===== config.mk =====
export PLATFORM = sky130hd
export DESIGN_NAME = snc_ctrl
export DESIGN_NICKNAME = d
export VERILOG_FILES = /design/src/rtl/core/shell_neighborhood_type_counter_top_assert.svh /design/src/rtl/core/snc_pkg.sv /design/src/rtl/core/snc_ctrl.sv
export SDC_FILE = /design/constraint.sdc
export NUM_CORES = 1
export LEC_CHECK = 0
export BUFFER_PORTS_ARGS = -buffer_cell sky130_fd_sc_hd__buf_2
export CORE_MARGIN = 2
export CORE_UTILIZATION = 39
export CTS_CLUSTER_DIAMETER = 60
export DETAILED_ROUTE_END_ITERATION = 10
export PLACE_DENSITY = 0.85
export SLEW_MARGIN = 25
export SYNTH_ARGS = -nofsm -noshare
export SYNTH_HDL_FRONTEND = slang
export SYNTH_SLANG_ARGS = --single-unit
export TNS_END_PERCENT = 1

===== constraint.sdc =====
create_clock -name clk -period 2.6 [get_ports clk]
set_input_delay 0.52 -clock clk [delete_from_list [all_inputs] [get_ports clk]]
set_output_delay 0.52 -clock clk [all_outputs]
set_load 0.1 [all_outputs]

===== src/rtl/core/shell_neighborhood_type_counter_top_assert.svh =====
// Assertion macros shared by the counter RTL
`ifndef SHELL_NEIGHBORHOOD_TYPE_COUNTER_TOP_ASSERT_SVH
`define SHELL_NEIGHBORHOOD_TYPE_COUNTER_TOP_ASSERT_SVH

// implication checked every clock outside reset
`define SNC_ASSERT_IMP(label, clk, rst_n, ante, cons, msg) \
  label: assert property (@(posedge clk) disable iff (!rst_n) (ante) |-> (cons)) \
    else $error(msg);

// next-cycle implication
`define SNC_ASSERT_NEXT(label, clk, rst_n, ante, cons, msg) \
  label: assert property (@(posedge clk) disable iff (!rst_n) (ante) |=> (cons)) \
    else $error(msg);

`endif


===== src/rtl/core/snc_pkg.sv =====
`default_nettype none
package snc_pkg;
  localparam int unsigned MaxAtomsDef = 1024;
  localparam int unsigned MaxNbrDef   = 16;

  localparam logic [1:0] OP_SLOT  = 2'd0;
  localparam logic [1:0] OP_COUNT = 2'd1;
  localparam logic [1:0] OP_QUERY = 2'd2;

  localparam logic [2:0] REG_SHELL_DEPTH  = 3'd0;
  localparam logic [2:0] REG_RANGE_COUNT  = 3'd1;
  localparam logic [2:0] REG_RANGE0_START = 3'd2;
  localparam logic [2:0] REG_RANGE0_END   = 3'd3;
  localparam logic [2:0] REG_RANGE1_START = 3'd4;
  localparam logic [2:0] REG_RANGE1_END   = 3'd5;
  localparam logic [2:0] REG_RANGE2_START = 3'd6;
  localparam logic [2:0] REG_RANGE2_END   = 3'd7;

  typedef struct packed {
    logic [1:0]  opcode;
    logic [9:0]  atom;
    logic [3:0]  slot;
    logic [9:0]  neighbor_atom;
    logic [4:0]  neighbor_total;
  } in_word_t;

  typedef struct packed {
    logic [1:0]  range_index;
    logic [10:0] atom_count;
    logic [10:0] cluster_size;
    logic        last;
  } out_word_t;

  // controller -> datapath commands
  typedef struct packed {
    logic load_item;   // capture input word
    logic wr_slot;     // write adjacency slot
    logic wr_count;    // write neighbor count
    logic clr_init;    // start clear sweep
    logic clr_step;    // clear one visited entry
    logic seed;        // mark center, frontier = {center}
    logic shell_init;  // swap frontiers, reset indices
    logic fr_read;     // read frontier entry
    logic cnt_read;    // read neighbor count
    logic adj_read;    // read adjacency slot
    logic vis_read;    // read visited of neighbor
    logic vis_mark;    // mark and append neighbor
    logic j_inc;
    logic i_inc;
    logic rng_init;    // start scan of a range
    logic rng_read;    // read visited at scan index
    logic rng_acc;     // accumulate
    logic emit;        // strobe result
    logic rng_next;
  } snc_cmd_t;

  typedef struct packed {
    logic clr_done;
    logic item_ok;     // write/query target in range
    logic fr_empty;    // next frontier empty
    logic i_done;      // all frontier entries walked
    logic j_done;      // all slots of atom walked
    logic nb_ok;       // neighbor index in table
    logic nb_new;      // neighbor not yet visited
    logic depth_done;
    logic scan_done;
    logic rng_last;
  } snc_sts_t;
endpackage
`default_nettype wire


===== src/rtl/core/snc_ctrl.sv =====
`default_nettype none
module snc_ctrl (
  input  wire logic              clk,
  input  wire logic              rst_n,
  input  wire logic              start,
  input  wire snc_pkg::in_word_t in_word,
  input  wire snc_pkg::snc_sts_t sts,
  output logic                   busy,
  output snc_pkg::snc_cmd_t      cmd
);
  import snc_pkg::*;

  typedef enum logic [4:0] {
    S_IDLE, S_DECODE, S_CLEAR, S_SEED, S_SHELL, S_FR_RD, S_FR_WAIT, S_CNT_RD,
    S_CNT_WAIT, S_ADJ_RD, S_ADJ_WAIT, S_VIS_RD, S_VIS_WAIT, S_VIS_CHK,
    S_RNG_INIT, S_RNG_RD, S_RNG_WAIT, S_RNG_ACC, S_EMIT
  } state_t;

  state_t state_r, state_nxt;
  logic   busy_r, busy_nxt;

  assign busy = busy_r;

  always_comb begin
    state_nxt    = state_r;
    busy_nxt     = busy_r;
    cmd          = '0;
    case (state_r)
      S_IDLE: begin
        if (start) begin
          cmd.load_item = 1'b1;
          busy_nxt      = 1'b1;
          state_nxt     = S_DECODE;
        end
      end
      S_DECODE: begin
        state_nxt = S_IDLE;
        busy_nxt  = 1'b0;
        case (in_word.opcode)
          OP_SLOT:  cmd.wr_slot = sts.item_ok;
          OP_COUNT: cmd.wr_count = sts.item_ok;
          OP_QUERY: begin
            if (sts.item_ok) begin
              cmd.clr_init = 1'b1;
              busy_nxt     = 1'b1;
              state_nxt    = S_CLEAR;
            end
          end
          default: ;
        endcase
      end
      S_CLEAR: begin
        cmd.clr_step = 1'b1;
        if (sts.clr_done) begin
          state_nxt = S_SEED;
        end
      end
      S_SEED: begin
        cmd.seed  = 1'b1;
        state_nxt = S_SHELL;
      end
      S_SHELL: begin
        if (sts.depth_done || sts.fr_empty) begin
          state_nxt = S_RNG_INIT;
        end else begin
          cmd.shell_init = 1'b1;
          state_nxt      = S_FR_RD;
        end
      end
      S_FR_RD: begin
        if (sts.i_done) begin
          state_nxt = S_SHELL;
        end else begin
          cmd.fr_read = 1'b1;
          state_nxt   = S_FR_WAIT;
        end
      end
      S_FR_WAIT: state_nxt = S_CNT_RD;
      S_CNT_RD: begin
        cmd.cnt_read = 1'b1;
        state_nxt    = S_CNT_WAIT;
      end
      S_CNT_WAIT: state_nxt = S_ADJ_RD;
      S_ADJ_RD: begin
        if (sts.j_done) begin
          cmd.i_inc = 1'b1;
          state_nxt = S_FR_RD;
        end else begin
          cmd.adj_read = 1'b1;
          state_nxt    = S_ADJ_WAIT;
        end
      end
      S_ADJ_WAIT: state_nxt = S_VIS_RD;
      S_VIS_RD: begin
        cmd.vis_read = 1'b1;
        state_nxt    = S_VIS_WAIT;
      end
      S_VIS_WAIT: state_nxt = S_VIS_CHK;
      S_VIS_CHK: begin
        cmd.vis_mark = sts.nb_ok && sts.nb_new;
        cmd.j_inc    = 1'b1;
        state_nxt    = S_ADJ_RD;
      end
      S_RNG_INIT: begin
        cmd.rng_init = 1'b1;
        state_nxt    = S_RNG_RD;
      end
      S_RNG_RD: begin
        // one entry per pass: read, wait, accumulate
        if (sts.scan_done) begin
          state_nxt = S_EMIT;
        end else begin
          cmd.rng_read = 1'b1;
          state_nxt    = S_RNG_WAIT;
        end
      end
      S_RNG_WAIT: begin
        // hold the scan address on the visited read port
        cmd.rng_read = 1'b1;
        state_nxt    = S_RNG_ACC;
      end
      S_RNG_ACC: begin
        cmd.rng_acc  = 1'b1;
        state_nxt    = S_RNG_RD;
      end
      S_EMIT: begin
        cmd.emit = 1'b1;
        if (sts.rng_last) begin
          busy_nxt  = 1'b0;
          state_nxt = S_IDLE;
        end else begin
          cmd.rng_next = 1'b1;
          state_nxt    = S_RNG_INIT;
        end
      end
      default: state_nxt = S_IDLE;
    endcase
  end

  always_ff @(posedge clk) begin
    if (!rst_n) begin
      state_r    <= S_IDLE;
      busy_r     <= 1'b0;
    end else begin
      state_r    <= state_nxt;
      busy_r     <= busy_nxt;
    end
  end
endmodule
`default_nettype wire


==> flow_summary_export.csv, run 1 <==
group,metric,value,unit
route,dr.pass1.iters,4,
yosys,synth_edf_count,0,
worst_hold_path,min_path_cells,2,
placement,place_area,983,µm²
cts,cts_tree,"done",
layout,nFillCells,174,
timing,fmax,0.399,GHz
global_routing,use_met1,25.8,%
layout,drive_gt1_share,43.0,%
timing,rsz0062_at_grt,"no",
global_routing,grtUsageMet2,35.5,%
pwr,power.density,309,mW/mm²
route,viasPerCell,5.73,
yosys,syn-num-nets,141,
global_routing,gr-max-usage-layer,"met2",
yosys,yosys.cell_count.top_type,"nor2_1",
route,post_drt_wl_per_cell,13.6,µm
layout,stdcell_area,0.00101,mm²
layout,fin_util,59.6,%
placement,dp_hpwl,1700,µm
cts,holdBufCountCts,0,
floorplan,die_y,45.7,µm
setup_path,path_depth,4,
cts,cts_sinks,6,
yosys,syn_avg_cell_area,7.00,µm²
placement,port_buffers,34,
global_routing,grt.overflow.total,0,
cts,clockBufferDepth,2,
timing,relSlewSlack,67.8,%
timing,worst_pin_slew,0.486,ns
route,wirelength,2070,µm
layout,nNetsFinal,181,
yosys,yosysSeqAreaShare,17.7,%
cts,htreeDepth,1,
global_routing,groute.usage.overall,21.1,%
layout,diodes,0,
timing,finalSetupViolCount,0,
timing,slew_viol_final,0,
setup_path,crit_type,"reg -> out",
route,drt_iter0_markers,20,
cts,cts_setup_buffers,0,
floorplan,fp-row-count,15,
cts,cts.repair.resized,0,
yosys,yosys.cell_types.count,37,
yosys,netlist_area,679,µm²
floorplan,floorplan.initialDensity,40.2,%
global_routing,grt_pass1_wl,3210,µm
cts,clk_pin_slew,0.05,ns
cts,cts_buffers,3,
layout,syn_to_final_growth,48.1,%
yosys,ys_seq_elements,6,
cts,clkLatencyLatePin,0.24,ns
setup_path,cp_num_buf_inv,2,
timing,fin_skew,0.00934,ns
global_routing,grt_pass1_vias,741,
timing,min_period,2.50,ns
setup_path,cp_max_fo,11,
global_routing,grt_util_met3,2.78,%
global_routing,antenna_found_initial,0,
timing,hold_viol,0,
floorplan,top_level_ports,64,
floorplan,die-area,0.00209,mm²
yosys,synth_top_area_cell,"dfxtp_1",
route,ant_nets,0,
route,drc,0,
setup_path,slowest_delay,0.50,ns
pwr,irDropWorstVdd,0.236,mV
setup_path,slowest_stage,"or3b_2",
floorplan,die_w,45.7,µm
setup_path,start_kind,"flop",
yosys,yosys-top-cells-count,"20 x nor2_1, 8 x nand2_1, 7 x a21oi_1, 6 x dfxtp_1, 5 x buf_2",
setup_path,cp_top_family,"buffers and inverters",
floorplan,core,0.00169,mm²
yosys,synth_top_area_share,17.7,%
setup_path,cp_cell_sequence,"buf_4 -> or3b_2 -> nor3_2 -> buf_2",
worst_hold_path,hp-class,"reg -> reg",
setup_path,required,2.08,ns
timing,period_share,96.3,%
cts,cts-root-buf,"clkbuf_4",
yosys,yosysWarnings,0,
pwr,leakagePower,0.443,nW
yosys,synth_cells,97,
run_status,status,"completed",
yosys,synthTopCellsByArea,"dfxtp_1 18%, nor2_1 11%, nor4_4 6.3%",
placement,gp_congestion,0.916,
yosys,dominantRegCellSynth,"dfxtp_1",
global_routing,grt_max_degree,15,
setup_path,reg2regPathDepth,6,
setup_path,crit_path_end_kind,"primary output",
route,num_vias,871,
setup_path,crit_arrival,1.98,ns
flow_run,drv_cap,0,
yosys,async_reset_ff_share,0,%
## cell usage in the layout (no fill, tap or decap), types with 3 or more instances in the layout
| master | instances |
|---|---|
| a21oi_1 | 7 |
| buf_12 | 4 |
| buf_2 | 30 |
| buf_4 | 7 |
| clkbuf_4 | 3 |
| dfxtp_1 | 6 |
| inv_1 | 3 |
| nand2_1 | 8 |
| nand2b_1 | 4 |
| nor2_1 | 20 |
| nor3_2 | 3 |
| o21ai_0 | 3 |
## worst min-delay path: stages (launching register included)
cell     delay (ns)
dfxtp_1        0.33
a21oi_1        0.04
nor2_1         0.09
## flip-flops by register name, indices dropped and copies added, names as in the netlist
| signal | count |
|---|---|
| state_r | 5 |
| busy | 1 |
## cell type report
type / instances / area [µm²] / share of cell area [%]
clock buffers: 3 / 22.5 / 2.24
well taps: 17 / 21.3 / 2.11
flip-flops and latches: 6 / 120 / 11.9
repair buffers: 41 / 283 / 28.1
inverters: 3 / 11.3 / 1.12
multi-input cells: 82 / 548 / 54.5
## routing by layer
layer	share of wire, %	vias up
li1	-	429
met1	41	397
met2	51	39
met3	5.6	6
met4	2.3	0
met5	0	-
## logic make-up (layout without fill, tap and decap cells)
group | Yosys count | count (layout) | synth area share, %
compound gates | 21 | 21 | 21.2
buf+inv | 9 | 47 | 5.89
flops | 6 | 6 | 17.7
mux | 2 | 2 | 2.95
simple gates | 59 | 59 | 52.3
## where the power goes
part           leakage, nW  switching, W  internal, W
registers           0.0489    0.00000272    0.0000969
clock network       0.0138     0.0000316    0.0000521
logic                0.381     0.0000869    0.0000407
## worst paths after layout
path / start / end / slack [ns]
worst max register to register: state_r[2] / state_r[1] / 0.84
worst min-delay path: busy / busy / 0.50
worst min register to register: busy / busy / 0.50
worst max-delay path: state_r[2] / cmd[0] / 0.1
## per-stage QoR
stage | hold slack [ns] | setup slack, ns | total power, W | instances | TNS (ns)
after global placement | 0.478 | 0.441 | 0.000225 | 149 | 0
after detailed placement | 0.477 | 0.364 | 0.000228 | 149 | 0
after global routing | 0.513 | 0.0203 | 0.000331 | 152 | 0
after floorplan | 0.617 | -0.801 | 0.000188 | 97 | -3.70
final | 0.499 | 0.0954 | 0.000311 | 152 | 0
after CTS | 0.498 | 0.101 | 0.000316 | 152 | 0
Note: power is estimated with default switching activity, not from simulation.
==> run 2, diff against run 1 <==
--- a/config.mk
+++ b/config.mk
@@ -11,6 +11,7 @@
 export CTS_CLUSTER_DIAMETER = 60
 export DETAILED_ROUTE_END_ITERATION = 10
 export PLACE_DENSITY = 0.85
+export REMOVE_ABC_BUFFERS = 1
 export SLEW_MARGIN = 25
 export SYNTH_ARGS = -nofsm -noshare
 export SYNTH_HDL_FRONTEND = slang
==> run 2 against run 1 <==
  * Register-to-register slack improved by 0.02 ns
  * Critical path depth did not move
  * Clock-buffer cell count did not move
  * Worst setup slack got worse by 0.013 ns
  * Highest routed layer is now met3
==> flow_summary_export.csv, run 2 (same netlist as run 1, synthesis figures left out) <==
group,metric,value,unit
global_routing,antenna_found_initial,0,
placement,gp_congestion,0.914,
floorplan,floorplan.initialDensity,40.2,%
route,drt_iter0_markers,40,
global_routing,grt_util_met3,3.97,%
cts,cts.repair.resized,0,
timing,rsz0062_at_grt,"no",
pwr,irDropWorstVdd,0.206,mV
global_routing,grtUsageMet2,33.8,%
setup_path,reg2reg_from,"state_r[2]",
flow_run,drv_cap,0,
timing,fmax,0.397,GHz
timing,hold-worst-slack,0.493,ns
cts,clkLatencyLatePin,0.24,ns
global_routing,use_met1,17.4,%
setup_path,slowest_delay,0.45,ns
layout,drive_gt1_share,38.6,%
timing,worst_pin_slew,0.510,ns
floorplan,die_y,45.7,µm
placement,place_inst,146,
route,post_drt_wl_per_cell,12.7,µm
floorplan,die_w,45.7,µm
cts,htreeDepth,1,
timing,relSlewSlack,66.0,%
floorplan,top_level_ports,64,
global_routing,gr-max-usage-layer,"met2",
placement,post-place-ws,0.325,ns
timing,period_share,96.8,%
route,ant_nets,0,
global_routing,groute.usage.overall,17.7,%
run_status,status,"completed",
cts,clockBufferDepth,2,
timing,hold_viol,0,
route,num_vias,868,
setup_path,crit_path_end_kind,"primary output",
floorplan,die-area,0.00209,mm²
setup_path,required,2.08,ns
setup_path,start_kind,"flop",
timing,finalSetupViolCount,0,
cts,cts_tree,"done",
setup_path,slowest_stage,"dfxtp_1",
setup_path,reg2reg_slack,0.86,ns
global_routing,grt_pass1_vias,692,
route,dr.pass1.iters,4,
pwr,leakagePower,0.416,nW
setup_path,reg2regPathDepth,5,
setup_path,cp_num_buf_inv,1,
layout,largest-register,"state_r",
worst_hold_path,hp-class,"reg -> reg",
layout,finalNonFillerCells,149,
cts,cts_sinks,6,
placement,dp_hpwl,1480,µm
layout,syn_to_final_growth,36.8,%
placement,port_buffers,34,
setup_path,r2r-end,"state_r[1]",
cts,cts_setup_buffers,0,
route,drc,0,
route,wirelength,1900,µm
layout,largest_reg_flops,5,
timing,fin_skew,0.00283,ns
timing,layout_setup_ws,0.0820,ns
cts,cts-root-buf,"clkbuf_4",
timing,min_period,2.52,ns
timing,slew_viol_final,0,
route,viasPerCell,5.83,
setup_path,cp_top_family,"simple AND/OR/NAND/NOR gates",
layout,nNetsFinal,178,
setup_path,cp_max_fo,15,
global_routing,grt_max_degree,16,
layout,fin_util,55.0,%
setup_path,crit_end,"cmd[17]",
layout,diodes,0,
cts,cts_buffers,3,
cts,holdBufCountCts,0,
floorplan,fp-row-count,15,
floorplan,core,0.00169,mm²
layout,final_common_cell,"buf_2",
pwr,power.density,322,mW/mm²
setup_path,cp-startpoint,"state_r[2]",
setup_path,crit_type,"reg -> out",
global_routing,grt.overflow.total,0,
timing,fin_setup_tns,0,ns
cts,clk_pin_slew,0.04,ns
layout,layout_common_cells,"32 x buf_2, 20 x nor2_1, 8 x nand2_1",
setup_path,path_depth,4,
setup_path,cp_cell_sequence,"or3_4 -> or3_1 -> nor3_1 -> buf_12",
global_routing,grt_pass1_wl,2700,µm
setup_path,crit_arrival,2.00,ns
run 2: cell count changes in the layout (fill, tap and decap cells not counted), sizes merged:
| cell | before | now |
|---|---|---|
| buf | 41 | 38 |
run 2: worst min path at each step:
stage                    start    endpoint  slack [ns]  depth (start not counted)
finish                    busy        busy        0.49                          2
CTS                       busy        busy        0.49                          2
global placement          busy        busy        0.47                          2
global route             rst_n  state_r[3]        0.54                          2
detailed placement        busy        busy        0.48                          2
floorplan           state_r[4]  state_r[4]        0.62                          2
run 2: worst min-delay path, cell delays in order, from the launching register on:
cell	delay [ns]
dfxtp_1	0.32
a21oi_1	0.04
nor2_1	0.09
run 2: routing by layer:
metal	routed length, µm	vias up
met4	0	0
met1	788	392
met5	0	-
li1	-	425
met3	154	0
met2	956	51
run 2: through the flow:
| step | power (W) | cell area [µm²] |
|---|---|---|
| floorplan | 0.000183 | 651 |
| global route | 0.000319 | 930 |
| finish | 0.000299 | 930 |
| global placement | 0.000216 | 902 |
| detailed placement | 0.000218 | 902 |
| CTS | 0.000302 | 925 |
run 2: layout make-up:
class / count / area, µm²
Fill cell: 157 / 759
Multi-Input combinational cell: 82 / 524
Timing Repair Buffer: 38 / 230
Sequential cell: 6 / 120
Clock buffer: 3 / 22.5
Tap cell: 17 / 21.3
Inverter: 3 / 11.3
run 2: power by group:
part,total [W],switching (W),internal [W]
combinational,0.000118,0.0000834,0.0000347
sequential,0.0000998,0.00000283,0.0000970
clock,0.0000810,0.0000291,0.0000519
